File: src/sorted_record_table_unit_assert.svh
// ----------------------------------------------------------------------------
// Sorted record table: assertion macros
// Shared concurrent assertion forms, clocked on clk and disabled in rst.
// ----------------------------------------------------------------------------
`ifndef SORTED_RECORD_TABLE_UNIT_ASSERT_SVH
`define SORTED_RECORD_TABLE_UNIT_ASSERT_SVH

// Same-cycle implication.
`define SRT_ASSERT_IMPL(label, ante, cons, msg) \
  label: assert property (@(posedge clk) disable iff (rst) (ante) |-> (cons)) \
    else $error(msg);

// Next-cycle implication.
`define SRT_ASSERT_NEXT(label, ante, cons, msg) \
  label: assert property (@(posedge clk) disable iff (rst) (ante) |=> (cons)) \
    else $error(msg);

`endif

File: src/srt_pkg.sv
// ----------------------------------------------------------------------------
// Sorted record table: package
// Sizes, codes, controller command and datapath status types, string form.
// ----------------------------------------------------------------------------
package srt_pkg;

  localparam int TABLE_DEPTH = 64;
  localparam int KEY_BYTES   = 8;
  localparam int NAME_BYTES  = 8;
  localparam int VALUE_BYTES = 8;

  localparam int IDX_W = $clog2(TABLE_DEPTH);
  localparam int CNT_W = $clog2(TABLE_DEPTH + 1);
  localparam int OUT_CNT_W = 7;
  localparam int EXT_W = (CNT_W > OUT_CNT_W) ? CNT_W : OUT_CNT_W;

  typedef enum logic [2:0] {
    ST_OK      = 3'd0,
    ST_DUP     = 3'd1,
    ST_MISSING = 3'd2,
    ST_NAME    = 3'd3,
    ST_FULL    = 3'd4
  } status_t;

  typedef enum logic [1:0] {
    OP_INSERT = 2'd0,
    OP_UPDATE = 2'd1,
    OP_DELETE = 2'd2
  } op_t;

  typedef enum logic [1:0] {
    RD_MID = 2'd0,
    RD_POS = 2'd1,
    RD_CUR = 2'd2
  } rd_sel_t;

  typedef struct packed {
    logic [63:0] key;
    logic [63:0] name;
    logic [63:0] value;
  } record_t;

  typedef struct packed {
    logic    in_ready;
    logic    search_step;
    rd_sel_t rd_sel;
    logic    cur_load_up;
    logic    cur_load_dn;
    logic    shift_up;
    logic    shift_dn;
    logic    put_record;
    logic    count_inc;
    logic    count_dec;
    logic    load_result;
    status_t result_status;
  } ctrl_cmd_t;

  typedef struct packed {
    logic       accepted;
    logic [1:0] cmd;
    logic       lo_lt_hi;
    logic       key_lt;
    logic       key_eq;
    logic       name_eq;
    logic       pos_lt_cnt;
    logic       pos_next_lt_cnt;
    logic       full;
    logic       cur_at_pos;
    logic       cur_at_end;
    logic       out_free;
  } dp_status_t;

  // Keep the first nbytes bytes, clear all bytes from the first zero byte on.
  function automatic logic [63:0] canon(logic [63:0] v, int unsigned nbytes);
    logic [63:0] r;
    logic        live;
    logic [7:0]  b;
    r    = '0;
    live = 1'b1;
    for (int i = 0; i < 8; i++) begin
      b = v[63 - 8 * i -: 8];
      if (i >= nbytes || b == 8'd0) begin
        live = 1'b0;
      end
      if (live) begin
        r[63 - 8 * i -: 8] = b;
      end
    end
    return r;
  endfunction

  function automatic logic [OUT_CNT_W-1:0] count_out(logic [CNT_W-1:0] c);
    logic [EXT_W-1:0] w;
    w = EXT_W'(c);
    return w[OUT_CNT_W-1:0];
  endfunction

endpackage

File: src/srt_ctrl.sv
// ----------------------------------------------------------------------------
// Sorted record table: controller
// Sequences search, probe, shift, record write and result hand-off.
// ----------------------------------------------------------------------------
module srt_ctrl (
  input  logic                 clk,
  input  logic                 rst,
  input  srt_pkg::dp_status_t  stat,
  output srt_pkg::ctrl_cmd_t   cmd
);
  import srt_pkg::*;

  typedef enum logic [8:0] {
    S_IDLE     = 9'b000000001,
    S_SEARCH   = 9'b000000010,
    S_CMP      = 9'b000000100,
    S_PROBE    = 9'b000001000,
    S_SHIFT_UP = 9'b000010000,
    S_SHIFT_DN = 9'b000100000,
    S_DRAIN    = 9'b001000000,
    S_PLACE    = 9'b010000000,
    S_DONE     = 9'b100000000
  } state_t;

  state_t  state;
  state_t  state_next;
  status_t result_code;
  status_t result_code_next;
  logic    found;

  assign found = stat.pos_lt_cnt && stat.key_eq;

  always_comb begin
    state_next       = state;
    result_code_next = result_code;
    cmd              = '0;
    cmd.rd_sel       = RD_MID;
    unique case (state)
      S_IDLE: begin
        cmd.in_ready = 1'b1;
        if (stat.accepted) begin
          state_next = S_SEARCH;
        end
      end
      S_SEARCH: begin
        if (stat.lo_lt_hi) begin
          cmd.rd_sel = RD_MID;
          state_next = S_CMP;
        end else begin
          cmd.rd_sel = RD_POS;
          state_next = S_PROBE;
        end
      end
      S_CMP: begin
        cmd.search_step = 1'b1;
        state_next      = S_SEARCH;
      end
      S_PROBE: begin
        result_code_next = ST_OK;
        state_next       = S_DONE;
        case (stat.cmd)
          OP_INSERT: begin
            if (found) begin
              result_code_next = ST_DUP;
            end else if (stat.full) begin
              result_code_next = ST_FULL;
            end else if (stat.pos_lt_cnt) begin
              cmd.cur_load_up = 1'b1;
              state_next      = S_SHIFT_UP;
            end else begin
              state_next = S_PLACE;
            end
          end
          OP_UPDATE: begin
            if (!found) begin
              result_code_next = ST_MISSING;
            end else if (!stat.name_eq) begin
              result_code_next = ST_NAME;
            end else begin
              state_next = S_PLACE;
            end
          end
          OP_DELETE: begin
            if (!found) begin
              result_code_next = ST_MISSING;
            end else if (stat.pos_next_lt_cnt) begin
              cmd.cur_load_dn = 1'b1;
              state_next      = S_SHIFT_DN;
            end else begin
              cmd.count_dec = 1'b1;
            end
          end
          default: begin
          end
        endcase
      end
      S_SHIFT_UP: begin
        cmd.rd_sel   = RD_CUR;
        cmd.shift_up = 1'b1;
        if (stat.cur_at_pos) begin
          state_next = S_DRAIN;
        end
      end
      S_SHIFT_DN: begin
        cmd.rd_sel   = RD_CUR;
        cmd.shift_dn = 1'b1;
        if (stat.cur_at_end) begin
          state_next = S_DRAIN;
        end
      end
      S_DRAIN: begin
        if (stat.cmd == OP_INSERT) begin
          state_next = S_PLACE;
        end else begin
          cmd.count_dec = 1'b1;
          state_next    = S_DONE;
        end
      end
      S_PLACE: begin
        cmd.put_record = 1'b1;
        cmd.count_inc  = stat.cmd == OP_INSERT;
        state_next     = S_DONE;
      end
      S_DONE: begin
        cmd.result_status = result_code;
        if (stat.out_free) begin
          cmd.load_result = 1'b1;
          state_next      = S_IDLE;
        end
      end
      default: begin
        state_next = S_IDLE;
      end
    endcase
  end

  always_ff @(posedge clk) begin
    if (rst) begin
      state <= S_IDLE;
    end else begin
      state <= state_next;
    end
    result_code <= result_code_next;
  end

endmodule

File: config.mk
export PLATFORM = sky130hd
export DESIGN_NAME = srt_ctrl
export DESIGN_NICKNAME = d
export VERILOG_FILES = /design/src/sorted_record_table_unit_assert.svh /design/src/srt_pkg.sv /design/src/srt_ctrl.sv
export SDC_FILE = /design/constraint.sdc
export NUM_CORES = 1
export LEC_CHECK = 0
export BUFFER_PORTS_ARGS = -buffer_cell sky130_fd_sc_hd__buf_2
export CORE_ASPECT_RATIO = 1.5
export CORE_MARGIN = 2
export CORE_UTILIZATION = 30
export DETAILED_ROUTE_END_ITERATION = 10
export PLACE_DENSITY = 0.54
export SYNTH_ARGS = -nofsm -noshare
export SYNTH_HDL_FRONTEND = slang
export SYNTH_SLANG_ARGS = --single-unit
export TNS_END_PERCENT = 50
File: constraint.sdc
create_clock -name clk -period 1.9 [get_ports clk]
set_clock_uncertainty 0.2 [all_clocks]
set_input_delay 0 -clock clk [delete_from_list [all_inputs] [get_ports clk]]
set_output_delay 0 -clock clk [all_outputs]
set_load 0.005 [all_outputs]
# == Yosys cells after proc, flatten, opt, wreduce, memory -nomap -nowiden ==
# Cells that the tools add are included.
# op_classes
eq_ne,15
muxes,43
reduce_logical,4
# op_table
cell,n
two-way mux 9 bit,11
one-hot mux 9 bit (9 select lines),1
one-hot mux 9 bit (3 select lines),1
two-way mux 1 bit,17
two-way mux 2 bit,5
"equality test 9 x 1 -> 1 bit, second input constant",1
"equality test 9 x 2 -> 1 bit, second input constant",1
"equality test 9 x 3 -> 1 bit, second input constant",1
"equality test 9 x 4 -> 1 bit, second input constant",1
"equality test 9 x 5 -> 1 bit, second input constant",1
"equality test 9 x 6 -> 1 bit, second input constant",1
"equality test 9 x 7 -> 1 bit, second input constant",1
"equality test 9 x 8 -> 1 bit, second input constant",1
"equality test 9 bit, second input constant",1
one-hot mux 3 bit (3 select lines),1
two-way mux 4 bit,2
two-way mux 8 bit,1
"inequality test 2 bit, second input constant",4
two-way mux 3 bit,2
one-hot mux 2 bit (2 select lines),1
AND reduction 4 bit,1
"equality test 2 x 1 -> 1 bit, second input constant",1
"equality test 2 bit, second input constant",1
zero test 2 bit,1
3 further kinds,3
# totals
register_bits,12
out_inout_bits,15
word_cells,64

# == Depth between registers and ports, before layout ==
# Gate-level depths: netlist of the first run.
# logic_depth
ltp_word,5
ltp_mapped,5
mapped_depth_nobuf,4

# == Least setup slack after synthesis of the first run ==
# OpenSTA, ideal clock, no wires.
# synth_timing
kind,register to register
startpoint,register state[0]
endpoint,register state[7]
setup_ps,79
arrival_time_ps,1447
required_ps,1621
setup_slack_ps,173
path_stages_with_launch,5
path_buffers,0
period_less_slack_ps,1727
path_cell_list,dfxtp_1 nor3_4 nand2_2 or4_4 a211oi_2
# synth_between
elab_chain_cells,3
word_cells_on_any_way,15
cone_classes,eq/ne: 13; mux: 1; reduce/logical: 1
# synth_lines
item,line_no,rtl
from (decl),srt_ctrl.sv:25,state_t state;
from (signal assigned),srt_ctrl.sv:141,state <= state_next;
equality test 9 x 1 -> 1 bit (tied with other cells),srt_ctrl.sv:38,unique case (state)
inequality test 2 bit (no source line),n/a,
AND reduction 4 bit (no source line),n/a,
# Parallel ways exist; a longest one is shown, timed or not.
# A chain may end at the register's enable or synchronous reset.

==> flow_metrics.py, run 1 <==
metrics = {
    "floorplan": {
        "start_util_pct": 31.1,
        "die_w_um": 48.7,
        "die_y_um": 71.0,
        "row_count": 24,
        "die_area_sq_um": 3450,
        "ios": 30,
        "core_sq_um": 2880,
    },
    "pwr": {
        "vdd_ir_drop_max_mv": 0.319,
        "leakagePower_nw": 0.622,
        "power.density_nw_per_um2": 536,
    },
    "synth": {
        "postSynth.asyncResetShare_pct": 0,
        "netlist.area_leader.share_pct": 20.1,
        "syn_inst": 108,
        "synth_seq_cells": 12,
        "synth.cell_area_sq_um": 897,
        "syn_area_per_cell_sq_um": 8.31,
        "yosys_warnings": 0,
        "synth.area.top_cells": "dfxtp_1 (20%), edfxtp_1 (10%), nand2b_1 (5.6%)",
        "syn_nets": 123,
        "synth-main-ff-cell": "dfxtp_1",
        "ys_seq_area_share_pct": 30.1,
        "yosysTopAreaCell": "dfxtp_1",
        "synth_edf_count": 3,
        "ys_types": 41,
    },
    "placed_design": {
        "hpwl_mm": 1.90,
        "place_congestion": 0.841,
        "io_buffers": 28,
        "dp.cells": 181,
    },
    "critical_path": {
        "path_class": "reg2out",
        "r2r_slack_ps": 60,
        "r2r-start": "state[7]",
        "required_ps": 1700,
        "r2r_end": "state[4]",
        "start_kind": "flip-flop",
        "crit_path_max_fanout": 5,
        "r2r_cells": 6,
        "crit_start": "state[7]",
        "worstSetupEndpointType": "output port",
        "critical_path_arrival_ps": 1730,
    },
    "clock_network": {
        "clkSinkCount": 12,
        "clock_latency_ps": 240,
        "cts_buffer_depth": 2,
        "root_buffer": "clkbuf_8",
        "cts_tree": "done",
        "cts_inserted_buffers": 3,
        "htreeDepth": 1,
        "clk_pin_slew_ps": 50,
    },
    "timing": {
        "timing.fmax_ghz": 0.517,
        "grt_setup_unrepaired": "yes",
        "tightest_slew_ps": 413,
        "period_needed_ps": 1930,
        "hold_viol": 0,
        "min_period_over_period_pct": 102,
        "slew_headroom_pct": 72.3,
        "setup_violations": 2,
        "slew_violations": 0,
        "hold_ws_ps": 352,
        "setup_tns_ps": -35.8,
        "setup_ws_ps": -34.4,
    },
    "global_route": {
        "gr-total-overflow": 0,
        "grt_pass1_vias": 1007,
        "grt_pass1_wl_mm": 4.22,
        "antenna_found_initial": 0,
        "grt_max_degree": 12,
        "track_usage_pct": 15.7,
    },
    "drt": {
        "drc": 0,
        "wire_per_inst_um": 12.8,
        "totalWireLength_mm": 2.66,
        "via_count": 1048,
        "viasPerCell": 5.04,
        "dr.pass1.iters": 4,
        "ant_nets": 0,
        "drtIter0Drc": 23,
    },
    "hold_path": {
        "worstHoldStart": "rst",
        "hp-class": "in2reg",
        "hold_end": "state[8]",
        "holdPathStages": 3,
    },
    "layout": {
        "drive_gt1_share_pct": 45.0,
        "utilization_pct": 49.8,
        "layout.nets": 185,
        "area_growth_pct": 60.0,
        "antenna_cells": 0,
        "fillers": 302,
        "stdcell_count": 208,
    },
    "run_status": {
        "status": "finished, violations left",
        "violations": "setup timing",
    },
    "flow_run": {
        "drv_cap": 0,
    },
}
==> worst max-delay path: stages, from the launching register on <==
cell and delay (ps):
dfxtp_2 330, nor3_4 300, nand4_4 140, or4_4 500, a21oi_2 120, buf_2 110
==> layer usage <==
layer / routed length [um] / vias to the layer above / global-route usage [%] / share of wire (%)
met1: 1000 / 490 / 16.1 / 38
met3: 124 / 6 / 3.38 / 4.7
met2: 1490 / 34 / 29.7 / 56
met5: 0 / - / 0 / 0
li1: - / 518 / - / -
met4: 41 / 0 / 7.30 / 1.5
==> layout by cell type (no fill, tap or decap), types with 3 or more instances in the layout <==
cell type | Yosys | routed
a21oi_2 | 1 | 3
nor3b_1 | 3 | 3
dfxtp_1 | 9 | 5
buf_4 | 0 | 19
nand2b_1 | 8 | 8
and2_1 | 5 | 5
nor3_1 | 6 | 4
inv_1 | 8 | 7
clkbuf_8 | 0 | 3
buf_2 | 2 | 28
or4_1 | 5 | 3
nor2_1 | 7 | 7
or4_4 | 2 | 4
nand2_1 | 6 | 6
a21oi_1 | 7 | 5
nor3_4 | 3 | 3
dfxtp_2 | 0 | 3
dlygate4sd3_1 | 0 | 13
edfxtp_1 | 3 | 3
==> sequential cells by signal, summed over array words and instances (netlist names) <==
| register | flops |
|---|---|
| state | 9 |
| result_code | 3 |
==> what timing repair did <==
item,4_1_cts,5_1_grt
setup buffers,6,4
pin swaps,4,6
hold endpoints to repair,10,0
resized for setup,4,10
hold buffers,13,0
endpoints found under the setup margin,4,13
==> stage by stage <==
stage / cell area, sq um / worst slack [ps] / power [mW]
global route: 1440 / -108 / 0.811
CTS: 1370 / -43.0 / 0.755
finish: 1440 / -34.4 / 0.769
detailed placement: 1140 / 82.9 / 0.470
global placement: 1140 / 93.4 / 0.467
floorplan: 897 / 173 / 0.390
==> how the worst max path moves through the flow <==
stage	endpoint	cells after the start
floorplan	state[7]	4
global placement	cmd[4]	5
detailed placement	cmd[4]	5
CTS	cmd[4]	5
global route	cmd[4]	5
finish	cmd[4]	5
==> where the power goes <==
group	switching, mW	internal [mW]
registers	0.0109	0.271
logic	0.117	0.128
clock network	0.0941	0.148
total	0.222	0.547
==> synthesized netlist by cell type (2+ instances only) <==
cell type  n
nor3_1     6
nor2_1     7
nand4_1    2
nor3_4     3
nor3b_1    3
dfxtp_1    9
o21ai_0    2
buf_2      2
a21oi_1    7
or4_1      5
nand2_1    6
or4_4      2
or3_1      2
and3_1     2
and2_1     5
nor4_1     2
nand2_2    2
nand2b_1   8
edfxtp_1   3
inv_1      8
a21o_1     2
==> final cells by class <==
class	count	area (sq um)	area share [%]
tap	39	48.8	3.40
sequential	12	278	19.4
inverter	8	30.0	2.09
multi-input combinational	85	621	43.2
timing repair buffer	60	413	28.8
clock buffer	4	45.0	3.14
==> logic make-up after synthesis <==
family,Yosys count,share of synthesized area [%]
AOI/OAI and AO/OA,21,16.3
xor gates and xnor gates,2,1.95
buffers and inverters,11,4.88
DFF,12,30.1
and+or+nand+nor,62,46.7
No activity file was read; power rests on OpenSTA's default activity.
==> run 2, diff against run 1 <==
--- a/config.mk
+++ b/config.mk
@@ -9,6 +9,7 @@
 export CORE_ASPECT_RATIO = 1.5
 export CORE_MARGIN = 2
 export CORE_UTILIZATION = 30
+export CTS_BUF_LIST = sky130_fd_sc_hd__clkbuf_4 sky130_fd_sc_hd__clkbuf_8
 export DETAILED_ROUTE_END_ITERATION = 10
 export PLACE_DENSITY = 0.54
 export SYNTH_ARGS = -nofsm -noshare
==> run 2 against run 1 <==
  * The flow still finishes with violations (setup timing)
  * Critical path depth is the same
  * Clock-buffer cell count is the same
  * Via count is essentially flat
  * Non-clock buffer count grew 1
  * Clock power grew 7%
  * Largest power group unchanged
==> flow_metrics.py, run 2 (synthesis gave the netlist of run 1 again) <==
metrics = {
    "run_status": {
        "status": "finished, violations left",
        "violations": "setup timing",
    },
    "flow_run": {
        "drv_cap": 0,
    },
    "layout": {
        "layout_commonest_cell": "buf_2",
        "utilization_pct": 50.3,
        "fillers": 302,
        "largest_reg_flops": 9,
        "layout.nets": 186,
        "final_cell_mix": "buf_2 (28), buf_4 (19), dlygate4sd3_1 (14)",
        "top_regs": "state (9), result_code (3)",
        "final_area_sq_um": 1450,
        "area_growth_pct": 61.5,
        "antenna_cells": 0,
        "drive_gt1_share_pct": 45.3,
        "stdcell_count": 209,
        "regMostFlops": "state",
    },
    "floorplan": {
        "ios": 30,
        "core_sq_um": 2880,
        "start_util_pct": 31.1,
        "die_area_sq_um": 3450,
        "row_count": 24,
        "die_w_um": 48.7,
        "die_y_um": 71.0,
    },
    "timing": {
        "tightest_slew_ps": 413,
        "grt_setup_unrepaired": "yes",
        "setup_ws_ps": -38.1,
        "setup_violations": 2,
        "hold_ws_ps": 356,
        "hold_viol": 0,
        "timing.fmax_ghz": 0.516,
        "slew_violations": 0,
        "min_period_over_period_pct": 102,
        "period_needed_ps": 1940,
        "slew_headroom_pct": 72.4,
        "setup_tns_ps": -38.7,
    },
    "clock_network": {
        "clk_pin_slew_ps": 50,
        "root_buffer": "clkbuf_8",
        "cts_tree": "done",
        "cts_buffer_depth": 2,
        "clock_latency_ps": 240,
        "htreeDepth": 1,
        "cts_inserted_buffers": 3,
        "clkSinkCount": 12,
    },
    "drt": {
        "viasPerCell": 5.01,
        "via_count": 1047,
        "wire_per_inst_um": 12.8,
        "dr.pass1.iters": 4,
        "drtIter0Drc": 25,
        "totalWireLength_mm": 2.68,
        "drc": 0,
        "ant_nets": 0,
    },
    "critical_path": {
        "crit_path_max_fanout": 5,
        "crit_family": "simple AND/OR/NAND/NOR gates",
        "r2r_end": "state[5]",
        "path_cells": "nor3_4 > nand4_4 > or4_4 > a21oi_2 > buf_2",
        "required_ps": 1700,
        "r2r_slack_ps": 50,
        "start_kind": "flip-flop",
        "max_stage_delay_ps": 500,
        "crit_buf_inv": 1,
        "r2r_cells": 6,
        "critPathSlowestCell": "or4_4",
        "path_class": "reg2out",
        "r2r-start": "state[7]",
        "critical_path_arrival_ps": 1740,
        "worstSetupEndpointType": "output port",
    },
    "global_route": {
        "gr-total-overflow": 0,
        "antenna_found_initial": 0,
        "grt_pass1_wl_mm": 4.24,
        "grt_pass1_vias": 1011,
        "grt_max_degree": 12,
        "track_usage_pct": 15.7,
    },
    "placed_design": {
        "place_congestion": 0.841,
        "io_buffers": 28,
        "dpl_worst_slack_ps": 82.9,
        "post_dp_cell_area_sq_um": 1140,
        "hpwl_mm": 1.90,
        "dp.cells": 181,
    },
    "hold_path": {
        "holdPathStages": 3,
        "hold_end": "state[4]",
        "worstHoldStart": "rst",
        "hp-class": "in2reg",
    },
    "pwr": {
        "leakagePower_nw": 0.632,
        "total_power_mw": 0.785,
        "power.density_nw_per_um2": 542,
        "vdd_ir_drop_max_mv": 0.272,
    },
}
[run 2: cell types whose count changed in the layout (fill, tap and decap cells not counted), sizes merged]
cell	change
dlygate4sd3	+1
[run 2: where the power goes]
| part | switching [mW] | leakage, nW | internal, mW |
|---|---|---|---|
| registers | 0.0109 | 0.103 | 0.271 |
| logic | 0.116 | 0.503 | 0.129 |
| clock network | 0.0959 | 0.0262 | 0.162 |
[run 2: per-layer routing]
| metal | part of all wire (%) | global-route usage [%] | vias up |
|---|---|---|---|
| li1 | - | - | 520 |
| met1 | 38 | 15.9 | 488 |
| met2 | 57 | 30.0 | 35 |
| met3 | 4.2 | 3.38 | 4 |
| met4 | 1.2 | 7.30 | 0 |
| met5 | 0 | 0 | - |
[run 2: tightest hold or removal path, stage by stage]
cell	delay, ps
dlygate4sd3_1	520
buf_2	190
a21oi_2	40
[run 2: how the worst max path moves through the flow]
stage	slack (ps)	endpoint	depth (start not counted)	from
2_1_floorplan	170	state[7]	4	state[0]
3_3_place_gp	90	cmd[4]	5	state[6]
3_5_place_dp	80	cmd[4]	5	state[6]
4_1_cts	-40	cmd[4]	5	state[8]
5_1_grt	-110	cmd[4]	5	state[7]
6_report	-40	cmd[4]	5	state[7]
[run 2: layout make-up]
class / count / area, sq um / share of cell area [%]
Multi-Input combinational cell: 85 / 621 / 42.8
Timing Repair Buffer: 61 / 423 / 29.2
Sequential cell: 12 / 278 / 19.2
Clock buffer: 4 / 48.8 / 3.37
Tap cell: 39 / 48.8 / 3.37
Inverter: 8 / 30.0 / 2.07
[run 2: what timing repair did]
item / 4_1_cts / 5_1_grt
endpoints found under the setup margin: 4 / 13
setup buffers: 6 / 4
gates resized for setup: 4 / 10
hold endpoints to repair: 10 / 0
hold buffers: 14 / 0
pin swaps: 4 / 5
